--- src/rtl/vcp_pkg.sv ---
`timescale 1ns / 1ps
// ----------------------------------------------------------------------------
// vcp_pkg
// Shared types, constants and constant functions of the view cube picker.
// ----------------------------------------------------------------------------
package vcp_pkg;

  localparam int CUR_W      = 13;
  localparam int SCALE_W    = 16;
  localparam int ROT_W      = 16;
  localparam int PART_W     = 5;
  localparam int CFG_IDX_W  = 2;
  localparam int CFG_DATA_W = 16;
  localparam int NUM_QUADS  = 18;
  localparam int NUM_FACES  = 6;
  localparam int NUM_VERTS  = 24;
  localparam int NUM_EDGES  = 72;
  localparam int NUM_GROUPS = 3;
  localparam int GROUP_SIZE = 6;
  localparam int MAX_PART   = 18;
  localparam int PIPE_DEPTH = 6;

  typedef enum logic [CFG_IDX_W-1:0] {
    CFG_CENTER_X    = 2'd0,
    CFG_CENTER_Y    = 2'd1,
    CFG_SCALE_RECIP = 2'd2
  } cfg_reg_e;

  // Cube geometry at f fraction bits, rounded to nearest
  function automatic longint half_q(int f);
    return (longint'(68) * (longint'(1) << f) + 50) / 100;
  endfunction

  function automatic longint inner_q(int f);
    return (longint'(58) * (longint'(1) << f) + 50) / 100;
  endfunction

  function automatic longint bound_q(int f);
    return (longint'(11832) * (longint'(1) << f) + 5000) / 10000;
  endfunction

  function automatic longint eps_q(int f);
    return ((longint'(1) << (2 * f)) + 50000) / 100000;
  endfunction

  // Vertex i of quad n as {h_axis[1:0], signs[2:0]}; sign bit j set means
  // positive along axis j, and h_axis carries the half size, the others inner.
  function automatic logic [4:0] quad_vtx(int n, int i);
    int axis;
    int au;
    int av;
    int bev;
    int pair;
    int a;
    int b;
    int c;
    logic [2:0] sg;
    logic [1:0] k;
    sg = 3'b000;
    if (n < NUM_FACES) begin
      axis = n / 2;
      au = (axis + 1) % 3;
      av = (axis + 2) % 3;
      sg[axis] = (n % 2) == 1;
      sg[au] = (i == 1) || (i == 2);
      sg[av] = (i == 2) || (i == 3);
      k = 2'(axis);
    end else begin
      bev = n - NUM_FACES;
      pair = bev / 4;
      a = (pair == 2) ? 1 : 0;
      b = (pair == 0) ? 1 : 2;
      c = 3 - a - b;
      sg[a] = ((bev / 2) % 2) == 1;
      sg[b] = (bev % 2) == 1;
      sg[c] = (i >= 2);
      k = ((i == 0) || (i == 3)) ? 2'(a) : 2'(b);
    end
    return {k, sg};
  endfunction

  function automatic int vtx_index(logic [4:0] v);
    return int'(v[4:3]) * 8 + int'(v[2:0]);
  endfunction

endpackage

--- src/rtl/vcp_select.sv ---
`timescale 1ns / 1ps
// ----------------------------------------------------------------------------
// vcp_select
// Deepest hit quad, earlier quad on a tie. Group pass, then final pass.
// ----------------------------------------------------------------------------
module vcp_select import vcp_pkg::*; #(
  parameter int F = 14
) (
  input  logic                 clk_i,
  input  logic                 en_i,
  input  logic                 in_bound_i,
  input  logic [NUM_QUADS-1:0] hit_i,
  input  logic signed [F+20:0] depth_i [NUM_QUADS],
  output logic [PART_W-1:0]    part_o
);

  logic                 g_have_d [NUM_GROUPS];
  logic signed [F+20:0] g_best_d [NUM_GROUPS];
  logic [PART_W-1:0]    g_code_d [NUM_GROUPS];
  logic                 g_have_q [NUM_GROUPS];
  logic signed [F+20:0] g_best_q [NUM_GROUPS];
  logic [PART_W-1:0]    g_code_q [NUM_GROUPS];
  logic                 in_bound_q;

  // Stage 5: best within each group of six, in test order
  always_comb begin
    int n;
    for (int g = 0; g < NUM_GROUPS; g++) begin
      g_have_d[g] = 1'b0;
      g_best_d[g] = '0;
      g_code_d[g] = '0;
      for (int j = 0; j < GROUP_SIZE; j++) begin
        n = g * GROUP_SIZE + j;
        if (hit_i[n] && (!g_have_d[g] || depth_i[n] > g_best_d[g])) begin
          g_have_d[g] = 1'b1;
          g_best_d[g] = depth_i[n];
          g_code_d[g] = PART_W'(n + 1);
        end
      end
    end
  end

  always_ff @(posedge clk_i) begin
    if (en_i) begin
      in_bound_q <= in_bound_i;
      for (int g = 0; g < NUM_GROUPS; g++) begin
        g_have_q[g] <= g_have_d[g];
        g_best_q[g] <= g_best_d[g];
        g_code_q[g] <= g_code_d[g];
      end
    end
  end

  // Stage 6: merge the groups; a later group only wins on a strictly deeper hit
  logic [PART_W-1:0] part_d;

  always_comb begin
    logic                 have;
    logic signed [F+20:0] best;
    logic [PART_W-1:0]    code;
    have = 1'b0;
    best = '0;
    code = '0;
    for (int g = 0; g < NUM_GROUPS; g++) begin
      if (g_have_q[g] && (!have || g_best_q[g] > best)) begin
        have = 1'b1;
        best = g_best_q[g];
        code = g_code_q[g];
      end
    end
    part_d = (in_bound_q && have) ? code : '0;
  end

  always_ff @(posedge clk_i) begin
    if (en_i) begin
      part_o <= part_d;
    end
  end

endmodule

--- config.mk ---
export PLATFORM = sky130hd
export DESIGN_NAME = vcp_select
export DESIGN_NICKNAME = d
export VERILOG_FILES = /design/src/rtl/vcp_pkg.sv /design/src/rtl/vcp_select.sv
export SDC_FILE = /design/constraint.sdc
export NUM_CORES = 2
export LEC_CHECK = 0
export BUFFER_PORTS_ARGS = -buffer_cell sky130_fd_sc_hd__buf_2
export CORE_MARGIN = 8
export CORE_UTILIZATION = 42
export DETAILED_ROUTE_END_ITERATION = 16
export PLACE_DENSITY = 0.66
export SKIP_LAST_GASP = 1
export SLEW_MARGIN = 20
export SYNTH_ARGS = -nofsm -noshare
export SYNTH_HDL_FRONTEND = slang
export SYNTH_SLANG_ARGS = --single-unit
--- constraint.sdc ---
create_clock -name clk_i -period 23.5 [get_ports clk_i]
set_input_delay 4.7 -clock clk_i [delete_from_list [all_inputs] [get_ports clk_i]]
set_output_delay 4.7 -clock clk_i [all_outputs]
set_load 0.02 [all_outputs]
# Word level (Yosys, flattened, before mapping)
# Memory sizes are Yosys's and may differ from the RTL's.
# Index checks and enable logic that the tools add are counted.
op_classes:
  add_sub_neg: 0
  n_mul: 0
  div_mod_pow: 0
  n_lt_le_gt_ge: 17
  n_eq_ne: 0
  shifts: 0
  mux: 64
  bitwise_logic: 0
  n_reduce_logical: 52
ops:
  columns: ["cell", "n"]
  rows:
  - ["2-to-1 mux 35 bit", 20]
  - ["> comparator 35 bit", 17]
  - ["2-to-1 mux 5 bit", 17]
  - ["2-to-1 mux 1 bit", 24]
  - ["logical AND 1 bit", 18]
  - ["logical NOT 1 bit", 17]
  - ["logical OR 1 bit", 17]
  - ["2-to-1 mux 4 bit", 1]
  - ["2-to-1 mux 3 bit", 1]
  - ["2-to-1 mux 2 bit", 1]
word_totals:
  register_bits: 6
  latchBits: 0
  mem_bits_rw: 123
  romBits: 0
  in_bits: 651
  output_inout_bits: 5
  memories: 3
memory_table:
  columns: ["memory", "words", "word_bits", "read_ports", "rd_ports_with_merged_regs", "wr", "line", "rtl"]
  rows:
  - ["g_best_q", 3, 35, 3, 0, 3, "vcp_select.sv:21", "logic signed [F+20:0] g_best_q [NUM_GROUPS];"]
  - ["g_code_q", 3, 5, 3, 0, 3, "vcp_select.sv:22", "logic [PART_W-1:0] g_code_q [NUM_GROUPS];"]
  - ["g_have_q", 3, 1, 3, 0, 3, "vcp_select.sv:20", "logic g_have_q [NUM_GROUPS];"]

# Logic depth before layout (Yosys ltp)
depth:
  word_depth: 21
  ltp_mapped: 62
  depth_no_buf: 48

# Worst setup path after synthesis
# No wires, ideal clock.
synth_timing:
  path_kind: "input port to flip-flop"
  start: "in hit_i[6]"
  end: "mem g_best_q[0][64] in the netlist's numbering, data pin"
  setup_time_ns: 0.258
  arrival_time_ns: 16.396
  path_slack_ns: 6.846
  cell_stages: 61
  path_buffers: 15
  path_cell_list: "clkbuf_1 > clkbuf_1 > buf_1 > nand2_1 > ha_1 > and4_1 > nor4b_2 > a221oi_1 > nor2_1 > nor4_1 > o21ai_2 > buf_2 > a32oi_1 > ha_1 > a21o_1 > a21o_1 > a21oi_1 > nor3b_1 > [25 not listed] > a21oi_1 > and2_1 > clkbuf_1 > clkbuf_1 > clkbuf_1 > o22ai_1 > ha_1 > a21o_1 > a21o_1 > a21oi_1 > nor2_1 > a2111oi_0 > a21oi_1 > o21a_1 > clkbuf_1 > clkbuf_1 > a211o_1 > o221a_2"
synth_lines:
  columns: ["item", "line", "rtl"]
  rows:
  - ["from (decl)", "vcp_select.sv:12", "input logic [NUM_QUADS-1:0] hit_i,"]
  - ["to (decl)", "vcp_select.sv:21", null]

==> reports/summary.md <==
The run finished with clean final reports. Remaining max-slew budget at the tightest pin: 23.7%. Compound-cell area share of the yosys netlist: 32.8%. The peak supply drop came out at 0.0555 mV.

The total routed wirelength is 117000 µm, and the detailed placer's ending HPWL is 99500 µm. After the first detailed-routing iteration, the DRC count stood at 2884. The H-tree was split into 4 levels. The tree is rooted in a sky130_fd_sc_hd__clkbuf_16. The number of nets in the final layout is 5200, and the insertion delay to the later sink of the worst-skew pair is 0.43 ns. Multiplexer cells account for 1.57% of the synthesized area. The run gives 0 as the total count of max-transition violations in the final report. After routing, the total negative slack on setup checks comes to 0 ns. The average cell area after synthesis came out at 8.04 µm².

By count the netlist is led by sky130_fd_sc_hd__ha_1 (595), sky130_fd_sc_hd__nor2_1 (283), sky130_fd_sc_hd__nand2_1 (279). The proportion of netlist area held by the largest area contributor was 26.8%; the timing-limited maximum frequency was 48.3 MHz. The clock period could shrink to 20.70 ns.

After synthesis the netlist holds a flip-flop and latch count of 125. Once detail routing completed, the nets flagged for antenna violations numbered 0. In this run the cell area measured after placement is 31500 µm². The total overflow left after global routing is 0.

The number of clock sinks came out at 125. The run gives 106 as the pin count of the biggest net entering global routing. The logs give 0 for the hold violation count in the final report and 49.1% for the utilization of the core after routing.

Routability-driven placement finished with a final weighted congestion of 1.02. The vertical die dimension is 273 µm. Clock-pin slew was measured on the worst setup and hold paths at 0.06 ns.

The tools report the final setup slack of the worst path as 2.80 ns. The run gives 0 as the setup fix buffers added after clock tree synthesis. The buffer depth of the longest clock path is 2.

In this run the worst hold path is classified as register to register. The final critical path takes up 88.1% of the cycle. The simple-gate area share of the yosys netlist is 20.9%, and the hold buffer count at cts is 0. At the worst endpoint, the required time is 23.80 ns. The top-level port count is 656, and the core footprint is 65600 µm².

Of the total synthesized cell area, the portion taken by full adders, half adders and majority gates is 26.8%. The number of synthesized flops with an enable pin works out to 125. In this run, CTS created clock tree buffers numbering 17. The via-per-instance ratio works out to 6.22. At the worst endpoint, the arrival time is 21.00 ns. Synthesis instantiated 83 different standard cells from the library.

For the total setup violations reported at the end of the flow, the log shows 0. Measured along the x axis, the die boundary spans 273 µm. Across all layers, the routed design uses 30300 vias.

In this run, post-CTS repair resized a total of 0 instances. The power density over cell area was 80.2 nW/µm²; the largest fanout of any net on the critical path was 91. The number of buffers inserted by port buffering was 655; the initial core utilization was 42.3%. Cells with a size suffix above 1 make up 22.0% of the layout.

The most used flip-flop cell after synthesis is sky130_fd_sc_hd__edfxtp_1. The delay contributed by the slowest stage of the critical path is 0.91 ns, and the relative area change from synthesis to final layout is 16.1%. After synthesis, the largest family of logic cells by area is compound AO/OA/AOI/OAI gates. The mapped netlist covers 27800 µm². The floorplan has 94 rows. Power comes to 2.59 mW.

The post-synthesis async set-or-reset flop share works out to 0%. The worst setup path is launched from a primary input. The class of the most critical setup path is primary input to register.

TritonCTS built the clock tree. The Yosys step of the flow raised 0 warnings. For the global router's overall resource usage, the log shows 29.3%.

Sorting the synthesized cells by area gives the leading types as sky130_fd_sc_hd__ha_1 (27%), sky130_fd_sc_hd__edfxtp_1 (14%), sky130_fd_sc_hd__a21o_1 (6.7%). The first detailed-routing pass ran for 6 iterations. The run gives 28800 as the via count of the first global-routing pass.

The tools report the net count after synthesis as 4697. Yosys instantiated no cell more often than sky130_fd_sc_hd__ha_1. The first global-routing pass estimated 173000 µm of wire. In the final routed layout, each cell accounts on average for 24.0 µm. Setup repair after global routing left no endpoint under its margin.

For the pin with the worst max-slew slack, the measured transition is 1.12 ns. The die covers 74600 µm². The setup slack at placement was 2.89 ns; the maximum clock skew at final layout was 0.0119 ns.

The parity-gate share of the synthesized area counting xor and xnor cells is 0%, and the number of remaining DRC errors is 0. The analysis attributes to cell leakage a power of 15.1 nW. Of all cell types, the one taking the most synthesized area is sky130_fd_sc_hd__ha_1. The cell with the biggest individual delay on the critical path was sky130_fd_sc_hd__buf_4. The worst setup path is captured at a register. The post-layout instance area came out at 32200 µm². The share of the Yosys chip area taken by registers is 13.5%. Number of max-cap violations: 0. The synthesized instance count is 3451. The number of antenna violations at the first check in global routing was 51.
==> routing by layer <==
| metal | routed length (µm) | track usage [%] | vias to the layer above | part of all wire (%) |
|---|---|---|---|---|
| li1 | - | - | 14600 | - |
| met1 | 48300 | 36.8 | 14200 | 41 |
| met2 | 55700 | 50.4 | 1270 | 48 |
| met3 | 8740 | 4.48 | 201 | 7.5 |
| met4 | 3970 | 10.9 | 30 | 3.4 |
| met5 | 170 | 0 | - | 0.15 |
==> metrics by stage <==
stage	cells	hold WS [ns]
after floorplan	3451	0.545
after global placement	4799	0.713
after detailed placement	4799	0.720
after CTS	4831	0.742
after global routing	4860	0.747
final	4870	0.740
==> layout by cell type (no fill, tap or decap), types with 43 or more instances in the layout <==
| cell type | netlist | routed |
|---|---|---|
| sky130_fd_sc_hd__o21ai_0 | 146 | 146 |
| sky130_fd_sc_hd__o211ai_1 | 48 | 48 |
| sky130_fd_sc_hd__a21oi_1 | 249 | 248 |
| sky130_fd_sc_hd__a31oi_1 | 80 | 80 |
| sky130_fd_sc_hd__nand2b_1 | 47 | 47 |
| sky130_fd_sc_hd__nor3_1 | 101 | 100 |
| sky130_fd_sc_hd__and2_1 | 45 | 43 |
| sky130_fd_sc_hd__a32oi_1 | 69 | 69 |
| sky130_fd_sc_hd__nand4_1 | 109 | 109 |
| sky130_fd_sc_hd__buf_2 | 48 | 654 |
| sky130_fd_sc_hd__a21o_1 | 249 | 249 |
| sky130_fd_sc_hd__ha_1 | 595 | 595 |
| sky130_fd_sc_hd__nor2b_1 | 67 | 67 |
| sky130_fd_sc_hd__nor2_1 | 283 | 283 |
| sky130_fd_sc_hd__inv_1 | 82 | 82 |
| sky130_fd_sc_hd__nand3_1 | 45 | 45 |
| sky130_fd_sc_hd__edfxtp_1 | 125 | 125 |
| sky130_fd_sc_hd__nand2_1 | 279 | 278 |
==> area by class of cell <==
cell class / count / area (µm²)
multi-input combinational: 3041 / 22900
timing repair buffer: 687 / 3520
fill: 6612 / 33400
clock inverter: 15 / 178
inverter: 82 / 308
clock buffer: 17 / 425
sequential: 125 / 3750
antenna: 39 / 97.6
tap: 864 / 1080
==> final timing paths <==
| check | startpoint | end | slack, ns | depth (start not counted) |
|---|---|---|---|---|
| min reg2reg | g_code_q[0][14] | part_o[4] | 0.74 | 2 |
| min | g_code_q[0][14] | part_o[4] | 0.74 | 2 |
| max | hit_i[6] | g_best_q[0][45] | 2.80 | 54 |
| max reg2reg | g_have_q[0][0] | part_o[3] | 16.91 | 23 |
==> critical path: cells and delay by family <==
family	cells	cell delay, ns
AOI/OAI and AO/OA	29	6.93
adders and majority gates	5	1.27
buffers and inverters	8	3.93
and+or+nand+nor	12	3.95
==> power breakdown <==
part	switching (mW)	internal [mW]	total [mW]
combinational	1.08	0.793	1.87
clock	0.118	0.161	0.279
sequential	0.0617	0.375	0.437
total	1.26	1.33	2.59
==> sequential cells by signal (all words and copies together), names as in the netlist <==
name        cells
g_best_q      105
g_code_q       11
part_o          5
g_have_q        3
in_bound_q      1
==> cell families after synthesis <==
kind of cell	Yosys count
AOI/OAI and AO/OA	1274
and+or+nand+nor	1133
adders and majority gates	595
buffers and inverters	285
DFF	125
muxes	39
No activity file was read; power rests on OpenSTA's default activity.
